==> src/hdl/bqcc_pkg.sv <==
// ----------------------------------------------------------------------------
// bqcc_pkg
// Shared types, character codes and the per-byte judge function of the
// bracket / quote / comment checker.
// ----------------------------------------------------------------------------
package bqcc_pkg;

  // Counter widths
  localparam int unsigned DEPTH_BITS  = 8;
  localparam int unsigned ESCAPE_BITS = 16;

  localparam logic [DEPTH_BITS-1:0]  DEPTH_MAX  = '1;
  localparam logic [ESCAPE_BITS-1:0] ESCAPE_MAX = '1;

  // Character codes
  localparam logic [7:0] CH_LPAREN = 8'h28;
  localparam logic [7:0] CH_RPAREN = 8'h29;
  localparam logic [7:0] CH_LBRACK = 8'h5B;
  localparam logic [7:0] CH_RBRACK = 8'h5D;
  localparam logic [7:0] CH_LBRACE = 8'h7B;
  localparam logic [7:0] CH_RBRACE = 8'h7D;
  localparam logic [7:0] CH_NL     = 8'h0A;
  localparam logic [7:0] CH_BSLASH = 8'h5C;
  localparam logic [7:0] CH_SLASH  = 8'h2F;
  localparam logic [7:0] CH_STAR   = 8'h2A;
  localparam logic [7:0] CH_DQUOTE = 8'h22;
  localparam logic [7:0] CH_SQUOTE = 8'h27;
  localparam logic [7:0] CH_LC_N   = 8'h6E;

  // Error codes
  typedef enum logic [1:0] {
    PERR_NONE         = 2'd0,
    PERR_OPEN_EXCESS  = 2'd1,
    PERR_CLOSE_EXCESS = 2'd2,
    PERR_OPEN_LEFT    = 2'd3
  } perr_e;

  typedef enum logic [1:0] {
    BERR_NONE         = 2'd0,
    BERR_NESTED       = 2'd1,
    BERR_CLOSE_EXCESS = 2'd2,
    BERR_OPEN_LEFT    = 2'd3
  } berr_e;

  // Scanner state
  typedef struct packed {
    logic [7:0]             held_char;
    logic                   held_valid;
    logic [7:0]             prev_char;
    logic                   in_quote;
    logic [7:0]             quote_kind;
    logic                   in_block;
    logic                   in_line;
    logic [DEPTH_BITS-1:0]  paren_depth;
    logic                   bracket_depth;
    logic [DEPTH_BITS-1:0]  brace_depth;
    logic [ESCAPE_BITS-1:0] escape_total;
  } state_t;

  // One result beat
  typedef struct packed {
    logic [7:0]  out_char;
    logic [1:0]  paren_error;
    logic [7:0]  paren_open_count;
    logic [1:0]  bracket_error;
    logic        brace_excess_close;
    logic        is_final;
    logic [7:0]  unclosed_braces;
    logic [15:0] newline_escape_count;
    logic        quote_unclosed;
  } result_t;

  typedef struct packed {
    state_t  st;
    result_t res;
  } judge_t;

  function automatic logic [7:0] sat_depth8(logic [DEPTH_BITS-1:0] v);
    logic [31:0] w;
    w = 32'(v);
    sat_depth8 = (w > 32'd255) ? 8'hFF : 8'(w);
  endfunction

  function automatic logic [15:0] sat_escape16(logic [ESCAPE_BITS-1:0] v);
    logic [31:0] w;
    w = 32'(v);
    sat_escape16 = (w > 32'd65535) ? 16'hFFFF : 16'(w);
  endfunction

  // Judge the held byte against its lookahead and update the scanner state
  function automatic judge_t judge(state_t s, logic has_next, logic [7:0] nx, logic fin);
    judge_t     j;
    logic [7:0] b;
    logic [7:0] p;
    logic       nslash;
    logic       nstar;
    logic       active;
    perr_e      perr;
    berr_e      berr;
    logic [7:0] pcnt;
    logic       bxc;
    j      = '0;
    j.st   = s;
    b      = s.held_char;
    p      = s.prev_char;
    nslash = has_next && (nx == CH_SLASH);
    nstar  = has_next && (nx == CH_STAR);
    perr   = PERR_NONE;
    berr   = BERR_NONE;
    pcnt   = 8'd0;
    bxc    = 1'b0;

    // quotes
    if (j.st.in_quote && b == j.st.quote_kind) begin
      j.st.in_quote = 1'b0;
    end else if ((b == CH_DQUOTE || b == CH_SQUOTE) && p != CH_BSLASH &&
                 !j.st.in_quote && !j.st.in_block && !j.st.in_line) begin
      j.st.in_quote   = 1'b1;
      j.st.quote_kind = b;
    end

    // block comment
    if (b == CH_SLASH && nstar && !j.st.in_quote && !j.st.in_block && !j.st.in_line) begin
      j.st.in_block = 1'b1;
    end else if (b == CH_STAR && nslash && j.st.in_block) begin
      j.st.in_block = 1'b0;
    end

    // line comment
    if (b == CH_SLASH && nslash && !j.st.in_quote && !j.st.in_block && !j.st.in_line) begin
      j.st.in_line = 1'b1;
    end else if (b == CH_NL && j.st.in_line) begin
      j.st.in_line = 1'b0;
    end

    active = !j.st.in_quote && !j.st.in_block && !j.st.in_line;

    // parentheses
    if (active && b == CH_LPAREN) begin
      if (j.st.paren_depth != DEPTH_MAX) j.st.paren_depth = j.st.paren_depth + 1'b1;
    end else if (active && b == CH_RPAREN) begin
      if (j.st.paren_depth == '0) perr = PERR_CLOSE_EXCESS;
      else j.st.paren_depth = j.st.paren_depth - 1'b1;
    end
    if (perr == PERR_NONE && b == CH_NL) begin
      if (j.st.paren_depth > DEPTH_BITS'(1)) begin
        perr = PERR_OPEN_EXCESS;
        pcnt = sat_depth8(j.st.paren_depth);
      end else if (j.st.paren_depth != '0) begin
        perr = PERR_OPEN_LEFT;
      end
      j.st.paren_depth = '0;
    end

    // brackets, one level deep
    if (active && b == CH_LBRACK) begin
      if (j.st.bracket_depth) berr = BERR_NESTED;
      else j.st.bracket_depth = 1'b1;
    end else if (active && b == CH_RBRACK) begin
      if (!j.st.bracket_depth) berr = BERR_CLOSE_EXCESS;
      else j.st.bracket_depth = 1'b0;
    end
    if (berr == BERR_NONE && b == CH_NL && j.st.bracket_depth) begin
      berr = BERR_OPEN_LEFT;
      j.st.bracket_depth = 1'b0;
    end

    // braces
    if (active && b == CH_LBRACE) begin
      if (j.st.brace_depth != DEPTH_MAX) j.st.brace_depth = j.st.brace_depth + 1'b1;
    end else if (active && b == CH_RBRACE) begin
      if (j.st.brace_depth == '0) bxc = 1'b1;
      else j.st.brace_depth = j.st.brace_depth - 1'b1;
    end

    // backslash-n outside quotes and comments
    if (active && b == CH_LC_N && p == CH_BSLASH && j.st.escape_total != ESCAPE_MAX) begin
      j.st.escape_total = j.st.escape_total + 1'b1;
    end

    j.st.prev_char = b;

    j.res.out_char           = b;
    j.res.paren_error        = perr;
    j.res.paren_open_count   = pcnt;
    j.res.bracket_error      = berr;
    j.res.brace_excess_close = bxc;
    j.res.is_final           = fin;
    j.res.unclosed_braces    = fin ? sat_depth8(j.st.brace_depth) : 8'd0;
    j.res.newline_escape_count = fin ? sat_escape16(j.st.escape_total) : 16'd0;
    j.res.quote_unclosed     = fin && j.st.in_quote;
    return j;
  endfunction

endpackage

==> src/hdl/bqcc_if.sv <==
// ----------------------------------------------------------------------------
// bqcc_if
// Valid/ready channels of the checker: source bytes in, judged bytes out.
// ----------------------------------------------------------------------------
interface bqcc_in_if;
  logic       valid;
  logic       ready;
  logic [7:0] in_char;
  logic       in_last;

  modport source (output valid, output in_char, output in_last, input ready);
  modport sink   (input valid, input in_char, input in_last, output ready);
endinterface

interface bqcc_out_if;
  logic        valid;
  logic        ready;
  logic [7:0]  out_char;
  logic [1:0]  paren_error;
  logic [7:0]  paren_open_count;
  logic [1:0]  bracket_error;
  logic        brace_excess_close;
  logic        is_final;
  logic [7:0]  unclosed_braces;
  logic [15:0] newline_escape_count;
  logic        quote_unclosed;

  modport source (output valid, output out_char, output paren_error,
                  output paren_open_count, output bracket_error,
                  output brace_excess_close, output is_final,
                  output unclosed_braces, output newline_escape_count,
                  output quote_unclosed, input ready);
  modport sink   (input valid, input out_char, input paren_error,
                  input paren_open_count, input bracket_error,
                  input brace_excess_close, input is_final,
                  input unclosed_braces, input newline_escape_count,
                  input quote_unclosed, output ready);
endinterface

==> src/hdl/bracket_quote_comment_checker_top.sv <==
// Results: a byte's result enters the output register when the byte that
//   follows it is accepted; the final byte's result enters it once the
//   output register is free, and the input is stalled until then.
// Throughput: one byte per cycle while the output is not stalled and no
//   final byte is pending, bounded by the single output result register.
// Reset: asynchronous, clears all scanner state and the output valid.
// ----------------------------------------------------------------------------
// bracket_quote_comment_checker_top
// Scans C source bytes with one byte of lookahead, reports bracket, paren
// and brace errors per byte and a final summary of braces, quote, escapes.
// ----------------------------------------------------------------------------
module bracket_quote_comment_checker_top (
  input  logic              clk_i,
  input  logic              rst_ni,
  bqcc_in_if.sink           in_i,
  bqcc_out_if.source        out_o
);

  bqcc_pkg::state_t  st_q, st_d;
  bqcc_pkg::result_t res_q, res_d;
  bqcc_pkg::judge_t  jdg;
  logic              final_pend_q, final_pend_d;
  logic              out_valid_q, out_valid_d;
  logic              can_emit;
  logic              acc_in;
  logic              fire_next;
  logic              fire_final;

  // Output slot is free or drains this cycle
  assign can_emit   = !out_valid_q || out_o.ready;
  assign in_i.ready = !final_pend_q && can_emit;
  assign acc_in     = in_i.valid && in_i.ready;
  assign fire_next  = acc_in && st_q.held_valid;
  assign fire_final = final_pend_q && can_emit;

  // Judge the held byte
  assign jdg = bqcc_pkg::judge(st_q, !final_pend_q, in_i.in_char, final_pend_q);

  // Advance scanner state
  always_comb begin
    st_d         = st_q;
    final_pend_d = final_pend_q;
    if (fire_final) begin
      st_d         = '0;
      final_pend_d = 1'b0;
    end else if (acc_in) begin
      if (st_q.held_valid) st_d = jdg.st;
      st_d.held_char  = in_i.in_char;
      st_d.held_valid = 1'b1;
      final_pend_d    = in_i.in_last;
    end
  end

  // Load or hold the result register
  always_comb begin
    res_d       = res_q;
    out_valid_d = out_valid_q && !out_o.ready;
    if (fire_next || fire_final) begin
      res_d       = jdg.res;
      out_valid_d = 1'b1;
    end
  end

  always_ff @(posedge clk_i or negedge rst_ni) begin
    if (!rst_ni) begin
      st_q         <= '0;
      final_pend_q <= 1'b0;
      out_valid_q  <= 1'b0;
    end else begin
      st_q         <= st_d;
      final_pend_q <= final_pend_d;
      out_valid_q  <= out_valid_d;
    end
  end

  always_ff @(posedge clk_i) begin
    res_q <= res_d;
  end

  // Drive the result beat
  assign out_o.valid                = out_valid_q;
  assign out_o.out_char             = res_q.out_char;
  assign out_o.paren_error          = res_q.paren_error;
  assign out_o.paren_open_count     = res_q.paren_open_count;
  assign out_o.bracket_error        = res_q.bracket_error;
  assign out_o.brace_excess_close   = res_q.brace_excess_close;
  assign out_o.is_final             = res_q.is_final;
  assign out_o.unclosed_braces      = res_q.unclosed_braces;
  assign out_o.newline_escape_count = res_q.newline_escape_count;
  assign out_o.quote_unclosed       = res_q.quote_unclosed;

`ifndef SYNTHESIS
  // Final byte pending always stalls the input
  a_final_stalls: assert property (@(posedge clk_i) disable iff (!rst_ni)
    final_pend_q |-> !in_i.ready)
    else $error("input accepted while final byte pending");

  // Final result clears the held byte
  a_final_clears: assert property (@(posedge clk_i) disable iff (!rst_ni)
    fire_final |=> (!st_q.held_valid && !final_pend_q && out_valid_q && res_q.is_final))
    else $error("final result did not restart the scanner");

  // Summary fields only on final beats
  a_summary_zero: assert property (@(posedge clk_i) disable iff (!rst_ni)
    (out_valid_q && !res_q.is_final) |->
      (res_q.unclosed_braces == 8'd0 && res_q.newline_escape_count == 16'd0 &&
       !res_q.quote_unclosed))
    else $error("summary fields set on non-final beat");

  // Paren count only with excess-open error
  a_pcnt: assert property (@(posedge clk_i) disable iff (!rst_ni)
    (out_valid_q && res_q.paren_error != bqcc_pkg::PERR_OPEN_EXCESS) |->
      res_q.paren_open_count == 8'd0)
    else $error("paren count without excess open error");

  // Stalled result holds
  a_hold: assert property (@(posedge clk_i) disable iff (!rst_ni)
    (out_valid_q && !out_o.ready) |=> (out_valid_q && $stable(res_q)))
    else $error("stalled result changed");
`endif

endmodule

==> src/flat_wrapper.sv <==
// flat-port wrapper written by rule: the top's interface ports become plain ports
module bracket_quote_comment_checker_top_flat 
  (clk_i, rst_ni, in_i_valid, in_i_in_char, in_i_in_last, in_i_ready, out_o_valid, out_o_out_char, out_o_paren_error, out_o_paren_open_count, out_o_bracket_error, out_o_brace_excess_close, out_o_is_final, out_o_unclosed_braces, out_o_newline_escape_count, out_o_quote_unclosed, out_o_ready);
  bqcc_in_if in_i_i ();
  bqcc_out_if out_o_i ();
  input  logic clk_i;
  input  logic rst_ni;
  input wire logic [$bits(in_i_i.valid)-1:0] in_i_valid;
  input wire logic [$bits(in_i_i.in_char)-1:0] in_i_in_char;
  input wire logic [$bits(in_i_i.in_last)-1:0] in_i_in_last;
  output wire logic [$bits(in_i_i.ready)-1:0] in_i_ready;
  output wire logic [$bits(out_o_i.valid)-1:0] out_o_valid;
  output wire logic [$bits(out_o_i.out_char)-1:0] out_o_out_char;
  output wire logic [$bits(out_o_i.paren_error)-1:0] out_o_paren_error;
  output wire logic [$bits(out_o_i.paren_open_count)-1:0] out_o_paren_open_count;
  output wire logic [$bits(out_o_i.bracket_error)-1:0] out_o_bracket_error;
  output wire logic [$bits(out_o_i.brace_excess_close)-1:0] out_o_brace_excess_close;
  output wire logic [$bits(out_o_i.is_final)-1:0] out_o_is_final;
  output wire logic [$bits(out_o_i.unclosed_braces)-1:0] out_o_unclosed_braces;
  output wire logic [$bits(out_o_i.newline_escape_count)-1:0] out_o_newline_escape_count;
  output wire logic [$bits(out_o_i.quote_unclosed)-1:0] out_o_quote_unclosed;
  input wire logic [$bits(out_o_i.ready)-1:0] out_o_ready;
  assign in_i_i.valid = in_i_valid;
  assign in_i_i.in_char = in_i_in_char;
  assign in_i_i.in_last = in_i_in_last;
  assign in_i_ready = in_i_i.ready;
  assign out_o_valid = out_o_i.valid;
  assign out_o_out_char = out_o_i.out_char;
  assign out_o_paren_error = out_o_i.paren_error;
  assign out_o_paren_open_count = out_o_i.paren_open_count;
  assign out_o_bracket_error = out_o_i.bracket_error;
  assign out_o_brace_excess_close = out_o_i.brace_excess_close;
  assign out_o_is_final = out_o_i.is_final;
  assign out_o_unclosed_braces = out_o_i.unclosed_braces;
  assign out_o_newline_escape_count = out_o_i.newline_escape_count;
  assign out_o_quote_unclosed = out_o_i.quote_unclosed;
  assign out_o_i.ready = out_o_ready;
  bracket_quote_comment_checker_top u_core (.clk_i(clk_i), .rst_ni(rst_ni), .in_i(in_i_i), .out_o(out_o_i));
endmodule
==> config.mk <==
export PLATFORM = sky130hd
export DESIGN_NAME = bracket_quote_comment_checker_top_flat
export DESIGN_NICKNAME = d
export VERILOG_FILES = /design/src/hdl/bqcc_pkg.sv /design/src/hdl/bqcc_if.sv /design/src/hdl/bracket_quote_comment_checker_top.sv /design/src/flat_wrapper.sv
export SDC_FILE = /design/constraint.sdc
export NUM_CORES = 1
export LEC_CHECK = 0
export ABC_AREA = 1
export BUFFER_PORTS_ARGS = -buffer_cell sky130_fd_sc_hd__buf_4
export CAP_MARGIN = 5
export CORE_ASPECT_RATIO = 0.75
export CORE_MARGIN = 2
export CORE_UTILIZATION = 64
export CTS_CLUSTER_DIAMETER = 120
export CTS_CLUSTER_SIZE = 8
export DETAILED_ROUTE_END_ITERATION = 12
export PLACE_DENSITY = 0.86
export SYNTH_ARGS = -nofsm -noshare
export SYNTH_HDL_FRONTEND = slang
export SYNTH_SLANG_ARGS = --single-unit
export TNS_END_PERCENT = 10
==> constraint.sdc <==
create_clock -name clk_i -period 6.4 [get_ports clk_i]
set_input_delay 0.32 -clock clk_i [delete_from_list [all_inputs] [get_ports clk_i]]
set_output_delay 0.32 -clock clk_i [all_outputs]
set_load 0.03 [all_outputs]
Word level (Yosys, flattened, before mapping)
Index checks and enable logic that the tools add are counted.
W data, S select, Z words.
Storage, ports and cells
  register bits after elaboration: 110
  input port bits: 13
  output and inout bits: 49
  logic and storage cells: 149
Operators by class
  add/sub/neg operators: 5
  $lt $le $gt $ge: 1
  equal/unequal tests: 21
  mux-type cells: 37
  bitwise logic cells: 1
  reductions and logical operators: 62
Operator list (number)
  $mux W61: 2
  $mux W8: 10
  $eq A8 B6 Y1 const B: 8
  $mux W52: 1
  $eq A8 B7 Y1 const B: 6
  $logic_and A1 B1 Y1: 38
  $mux W2: 9
  $add A16 B1 Y16 const B: 1
  $add A8 B1 Y8 const B: 2
  $logic_not A8 Y1: 2
  $mux W16: 1
  $ne A16 B16 Y1 const B: 1
  $ne A8 B8 Y1 const B: 2
  $sub A8 B1 Y8 const B: 2
  $mux W1: 13
  $logic_not A1 Y1: 9
  $mux W9: 1
  $eq A8 B4 Y1 const B: 1
  $eq A8 B8 Y1: 1
  $gt A8 B1 Y1 const B: 1
  $ne A8 B7 Y1 const B: 1
  $reduce_bool A8 Y1: 1
  $reduce_bool A2 Y1: 3
  $logic_not A2 Y1: 2
  6 further kinds: 9

Logic depth before layout (Yosys ltp)
  depth after elaboration: 29
  depth in mapped cells: 19
  gate-level depth less buffers: 19

Least setup slack after synthesis
OpenSTA, ideal clock, no wires.
  path type: reg2reg
  start: reg u_core.out_valid_q, in the netlist u_core.out_o.valid
  end: reg u_core.res_q (netlist bit u_core.out_o.brace_excess_close) (enable)
  arrival: 3.077 ns
  required time: 5.970 ns
  setup slack: 2.893 ns
  cell stages (with the launch flop): 9
  path buffers: 1
  period minus slack after synthesis: 3.507 ns
  path through: dfrtp_1 > nand2_1 > nand2_1 > inv_1 > nand2_1 > nor2_1 > nor2_1 > inv_1 > clkbuf_1
On the way
  word-level cells in the longest chain between the ends: 6
  elaborated cells between the ends (all ways): 7
RTL lines
  start: declaration: line bracket_quote_comment_checker_top.sv:23  | logic out_valid_q, out_valid_d;
  start signal: assignment: line bracket_quote_comment_checker_top.sv:72  | out_valid_q <= out_valid_d;
  $logic_not A1 Y1: line bracket_quote_comment_checker_top.sv:30  | assign can_emit = !out_valid_q || out_o.ready;
  $logic_or A1 B1 Y1: line bracket_quote_comment_checker_top.sv:30
  $logic_and A1 B1 Y1: line bracket_quote_comment_checker_top.sv:31  | assign in_i.ready = !final_pend_q && can_emit;
  via in_i_ready: line flat_wrapper.sv:11  | output wire logic [$bits(in_i_i.ready)-1:0] in_i_ready;
  $logic_and A1 B1 Y1: line bracket_quote_comment_checker_top.sv:32  | assign acc_in = in_i.valid && in_i.ready;
  $logic_and A1 B1 Y1: line bracket_quote_comment_checker_top.sv:33  | assign fire_next = acc_in && st_q.held_valid;
  $logic_or A1 B1 Y1: line bracket_quote_comment_checker_top.sv:58  | if (fire_next || fire_final) begin
  end signal: assignment: line bracket_quote_comment_checker_top.sv:77  | res_q <= res_d;
  end: declaration: line bracket_quote_comment_checker_top.sv:20  | bqcc_pkg::result_t res_q, res_d;
The timed path passes the listed nets, and every way through them passes these cells.
A chain may end at the register's enable or synchronous reset.

Final worst setup path
  start: reg u_core.final_pend_q
  end: reg u_core.st_q[35] (netlist name)
On the way
  word-level cells in the longest chain between the ends: 5
  elaborated cells between the ends (all ways): 10
RTL lines
  start: declaration: line bracket_quote_comment_checker_top.sv:22  | logic final_pend_q, final_pend_d;
  start signal: assignment: line bracket_quote_comment_checker_top.sv:71  | final_pend_q <= final_pend_d;
  $logic_not A1 Y1: line bracket_quote_comment_checker_top.sv:31
  $logic_and A1 B1 Y1: line bracket_quote_comment_checker_top.sv:31
  $logic_and A1 B1 Y1: line bracket_quote_comment_checker_top.sv:32
  $reduce_bool A2 Y1 (no line)
  $reduce_and A4 Y1 (no line)
  end signal: assignment: line bracket_quote_comment_checker_top.sv:70  | st_q <= st_d;
  end: declaration: line bracket_quote_comment_checker_top.sv:19  | bqcc_pkg::state_t st_q, st_d;
Several ways; a longest one is shown, not always the timed one.

==> metrics.log <==
[metrics] result of the run: finished, final reports clean
[metrics] DRC errors left: 0
[metrics] hold violation total from the final report: 0
[metrics] net count after synthesis: roughly 720
[metrics] placer congestion estimate: 0.9733
[metrics] register bit total from synthesis: 110
[metrics] clock latency of the later-clocked register in the worst-skew pair: roughly 0.35 ns
[metrics] Die Span X: ~110 um
[metrics] global-route wire length before repair: around 24 mm
[metrics] post-detail-place hpwl: between 9 and 10 mm
[metrics] number of buffers between clock root and the deepest sink: 2
[metrics] post-synthesis to final-layout area growth: 14.76%
[metrics] number of buffer cells added on primary ports: 61
[metrics] antenna cells: 0
[metrics] Avg Vias per Cell: around 6
[metrics] CTS Hold Buffers Added: 0
[metrics] count of routing violations after the opening detailed-route iteration: about 540
[metrics] total die area: between 0.009 and 0.01 mm2
[metrics] share of cell area taken by muxes after synthesis: 0%
[metrics] count of final setup violators: 0
[metrics] maximum number of pins on one net before global-route repair: 64
[metrics] Critical Path Source Type: flip-flop
[metrics] worst hold margin: 0.05996 ns
[metrics] wire length reported by the detailed router: ~14 mm
[metrics] data arrival time at the worst-slack endpoint: between 4 and 5 ns
[metrics] Least-Margin Pin Slew: 1.063 ns
[metrics] proportion of layout cells with a drive suffix above 1: 12.92%
[metrics] Crit path required time: 6.63 ns
[metrics] grt total ovfl: 0
[metrics] post-synth cell types: 37
[metrics] Synth Cell Area: a little under 0.006 mm2
[metrics] Filler cells: 671
[metrics] DRT antenna net count: 0
[metrics] CP endpoint kind: flip-flop
[metrics] Synth Area in Simple Gates: between 20% and 30%
[metrics] # IOs: a little over 60
[metrics] post-cts repair resize count: 0
[metrics] path type of the worst min-delay path: in2async
[metrics] core area: ~0.0090 mm2
[metrics] post-synthesis share of cell area spent on full adders, half adders and majority gates: ~1.5%
[metrics] Setup Total Neg Slack: 0 ns
[metrics] Starting Density: 65.19%
[metrics] peak fanout along the critical path: 28
[metrics] Sinks on Clock Net: 110
[metrics] maximum level of the CTS H-tree: 3
[metrics] start-to-end type of the worst setup path: reg2reg
[metrics] Die H: 86.79 um
[metrics] Compound-Gate Fraction of Synth Area: under 10%
[metrics] Total Nets Final: about 780
[metrics] number of instances in the placed design: approximately 860
[metrics] P per Cell Area: about 400 mW/mm2
[metrics] DRT Pass-1 Iters: 5
[metrics] dominant combinational cell family by area after synthesis: simple AND/OR/NAND/NOR gates
[metrics] via count of the first global-routing pass: 4800
[metrics] remaining max-slew budget at the tightest pin: roughly 29%
[metrics] Post-synth top flop: sky130_fd_sc_hd__dfrtp_1
[metrics] number of synthesized flops with an enable pin: 47
[metrics] Post-CTS Repair Setup Buffers: 0
[metrics] number of warnings printed during yosys synthesis: 0
[metrics] Post-Layout Cell Count: 878
[metrics] final worst clock skew: 0.006298 ns
[metrics] root buffer cell: sky130_fd_sc_hd__clkbuf_16
[metrics] FMAX: about 250 MHz
[metrics] number of antenna violations at the first check in global routing: 0
[metrics] final critical-path share of the clock period: 62.40%
[metrics] shortest clock period the worst path allows after layout: around 4 ns
[metrics] total clock buffers created by CTS: 9
[metrics] count of mapped cells out of synthesis: 702
[metrics] xor and xnor fraction of the mapped netlist area: between 4 and 5%
[metrics] total number of vias: ~5200
[metrics] proportion of synthesized chip area in sequential cells: between 50% and 60%
[metrics] number of standard-cell rows in the floorplan: 30
[metrics] max-capacitance violation count: 0
[metrics] CTS clock-pin slew for the worst setup and hold paths: ~0.070 ns
[metrics] WL per Instance: ~16 um
[metrics] mean cell area of the mapped netlist: approximately 8.3 um2
[metrics] max-slew violations: 0
[metrics] Max VDD drop: roughly 0.00025 V
[metrics] TritonCTS clock tree: yes
[metrics] Post-synth ARST share: 57.27%
[metrics] GRT Overall Usage: between 30% and 40%
[metrics] setup repair after global routing missed its margin: no
[metrics] cell leakage power: a little over 0.003 uW
==> cells in the final DEF (no fill, tap or decap), types with 3 or more instances in the layout <==
| cell type | instances |
|---|---|
| sky130_fd_sc_hd__buf_4 | 63 |
| sky130_fd_sc_hd__nand2_2 | 5 |
| sky130_fd_sc_hd__nand4_1 | 12 |
| sky130_fd_sc_hd__edfxtp_1 | 47 |
| sky130_fd_sc_hd__a21oi_1 | 7 |
| sky130_fd_sc_hd__clkbuf_16 | 10 |
| sky130_fd_sc_hd__o22ai_1 | 27 |
| sky130_fd_sc_hd__xnor2_1 | 3 |
| sky130_fd_sc_hd__xor2_1 | 28 |
| sky130_fd_sc_hd__o31ai_1 | 4 |
| sky130_fd_sc_hd__nor2_1 | 79 |
| sky130_fd_sc_hd__o21ai_1 | 3 |
| sky130_fd_sc_hd__nand2_1 | 157 |
| sky130_fd_sc_hd__inv_1 | 84 |
| sky130_fd_sc_hd__o21ai_0 | 43 |
| sky130_fd_sc_hd__nor2_2 | 3 |
| sky130_fd_sc_hd__nor3_1 | 18 |
| sky130_fd_sc_hd__inv_2 | 6 |
| sky130_fd_sc_hd__nor4_1 | 4 |
| sky130_fd_sc_hd__dfrtp_1 | 63 |
| sky130_fd_sc_hd__ha_1 | 7 |
| sky130_fd_sc_hd__nand3_1 | 70 |
==> critical path: stages, from the launching register on <==
cell,delay (ns)
sky130_fd_sc_hd__dfrtp_1,0.44
sky130_fd_sc_hd__clkinv_1,0.47
sky130_fd_sc_hd__nand2_1,0.11
sky130_fd_sc_hd__inv_1,0.18
sky130_fd_sc_hd__nand2_1,0.18
sky130_fd_sc_hd__nor2_1,0.73
sky130_fd_sc_hd__clkinv_1,1.03
sky130_fd_sc_hd__nor2_1,0.38
sky130_fd_sc_hd__nor2_1,0.11
sky130_fd_sc_hd__inv_1,0.14
sky130_fd_sc_hd__o21ai_0,0.09
==> synthesized netlist by cell type, types with 4 or more instances <==
cell,instances,share of area [%]
sky130_fd_sc_hd__nand4_1,12,1.3
sky130_fd_sc_hd__nor3_1,18,1.5
sky130_fd_sc_hd__inv_1,85,5.5
sky130_fd_sc_hd__ha_1,7,1.5
sky130_fd_sc_hd__o22ai_1,27,2.9
sky130_fd_sc_hd__edfxtp_1,47,24
sky130_fd_sc_hd__nor4_1,4,0.43
sky130_fd_sc_hd__nand2_2,5,0.53
sky130_fd_sc_hd__clkbuf_1,12,0.77
sky130_fd_sc_hd__nand2_1,157,10
sky130_fd_sc_hd__a21oi_1,7,0.60
sky130_fd_sc_hd__dfrtp_1,63,27
sky130_fd_sc_hd__o31ai_1,4,0.51
sky130_fd_sc_hd__nor2_1,79,5.1
sky130_fd_sc_hd__nand3_1,70,6.0
sky130_fd_sc_hd__inv_2,5,0.32
sky130_fd_sc_hd__o21ai_0,43,3.7
sky130_fd_sc_hd__xor2_1,28,4.2
==> layer usage <==
metal  up-vias  GRT usage [%]  share of wire [%]
met1      2469          43.79                 44
met3        27          6.713                9.4
met5         -              0                  0
met2       311          47.82                 46
met4         0          5.987                1.3
li1       2442              -                  -
==> flip-flops by register name, summed over array words and instances (netlist names) <==
register	cells
u_core.out_o.is_final	1
u_core.out_o.unclosed_braces	8
u_core.final_pend_q	1
u_core.out_o.quote_unclosed	1
u_core.out_o.valid	1
u_core.out_o.newline_escape_count	16
u_core.out_o.paren_error	2
u_core.st_q	52
u_core.out_o.bracket_error	2
u_core.out_o.out_char	8
u_core.out_o.brace_excess_close	1
u_core.jdg	9
u_core.out_o.paren_open_count	8
==> metrics by stage <==
stage | power, uW | utilization [%] | cell area, um2 | worst slack, ns
after floorplan | 1744 | - | 5848 | 2.893
after detailed placement | 2074 | 71.23 | 6390 | 2.467
final | 2669 | 74.81 | 6711 | 2.406
after global placement | 2055 | 71.23 | 6390 | 2.584
after CTS | 2654 | 74.81 | 6711 | 2.505
after global routing | 2789 | 74.81 | 6711 | 1.916
==> cells by family after synthesis <==
kind of cell	count (synthesis)
buf+inv	107
flops	110
xor+xnor	31
simple gates	358
fa+ha+maj	7
compound gates	89
==> final timing paths <==
kind                                     start         endpoint  slack [ns]  cells after the start
max                        u_core.final_pend_q  u_core.st_q[35]        2.41                     10
min                                     rst_ni  u_core.st_q[16]        0.06                      1
max reg2reg                u_core.final_pend_q  u_core.st_q[35]        2.41                     10
min reg2reg                    u_core.st_q[46]  u_core.st_q[46]        0.49                      2
max in group asynchronous               rst_ni  u_core.st_q[36]        5.79                      1
min in group clk_i             in_i_in_char[5]   u_core.jdg[44]        0.24                      3
==> report_power, final <==
part | switching, uW | total (uW) | internal (uW)
logic | 730 | 1020 | 287
registers | 112 | 1060 | 949
clock network | 243 | 592 | 349
==> area by class of cell <==
type,instances,area (um2),area share [%]
clock buffer,14,285.3,4.251
inverter,92,345.3,5.145
timing repair buffer,63,473.0,7.047
sequential,110,2988,44.52
clock inverter,2,36.28,0.5406
multi-input combinational,485,2444,36.41
tap,112,140.1,2.088
Power figures use the tool's default switching activity.
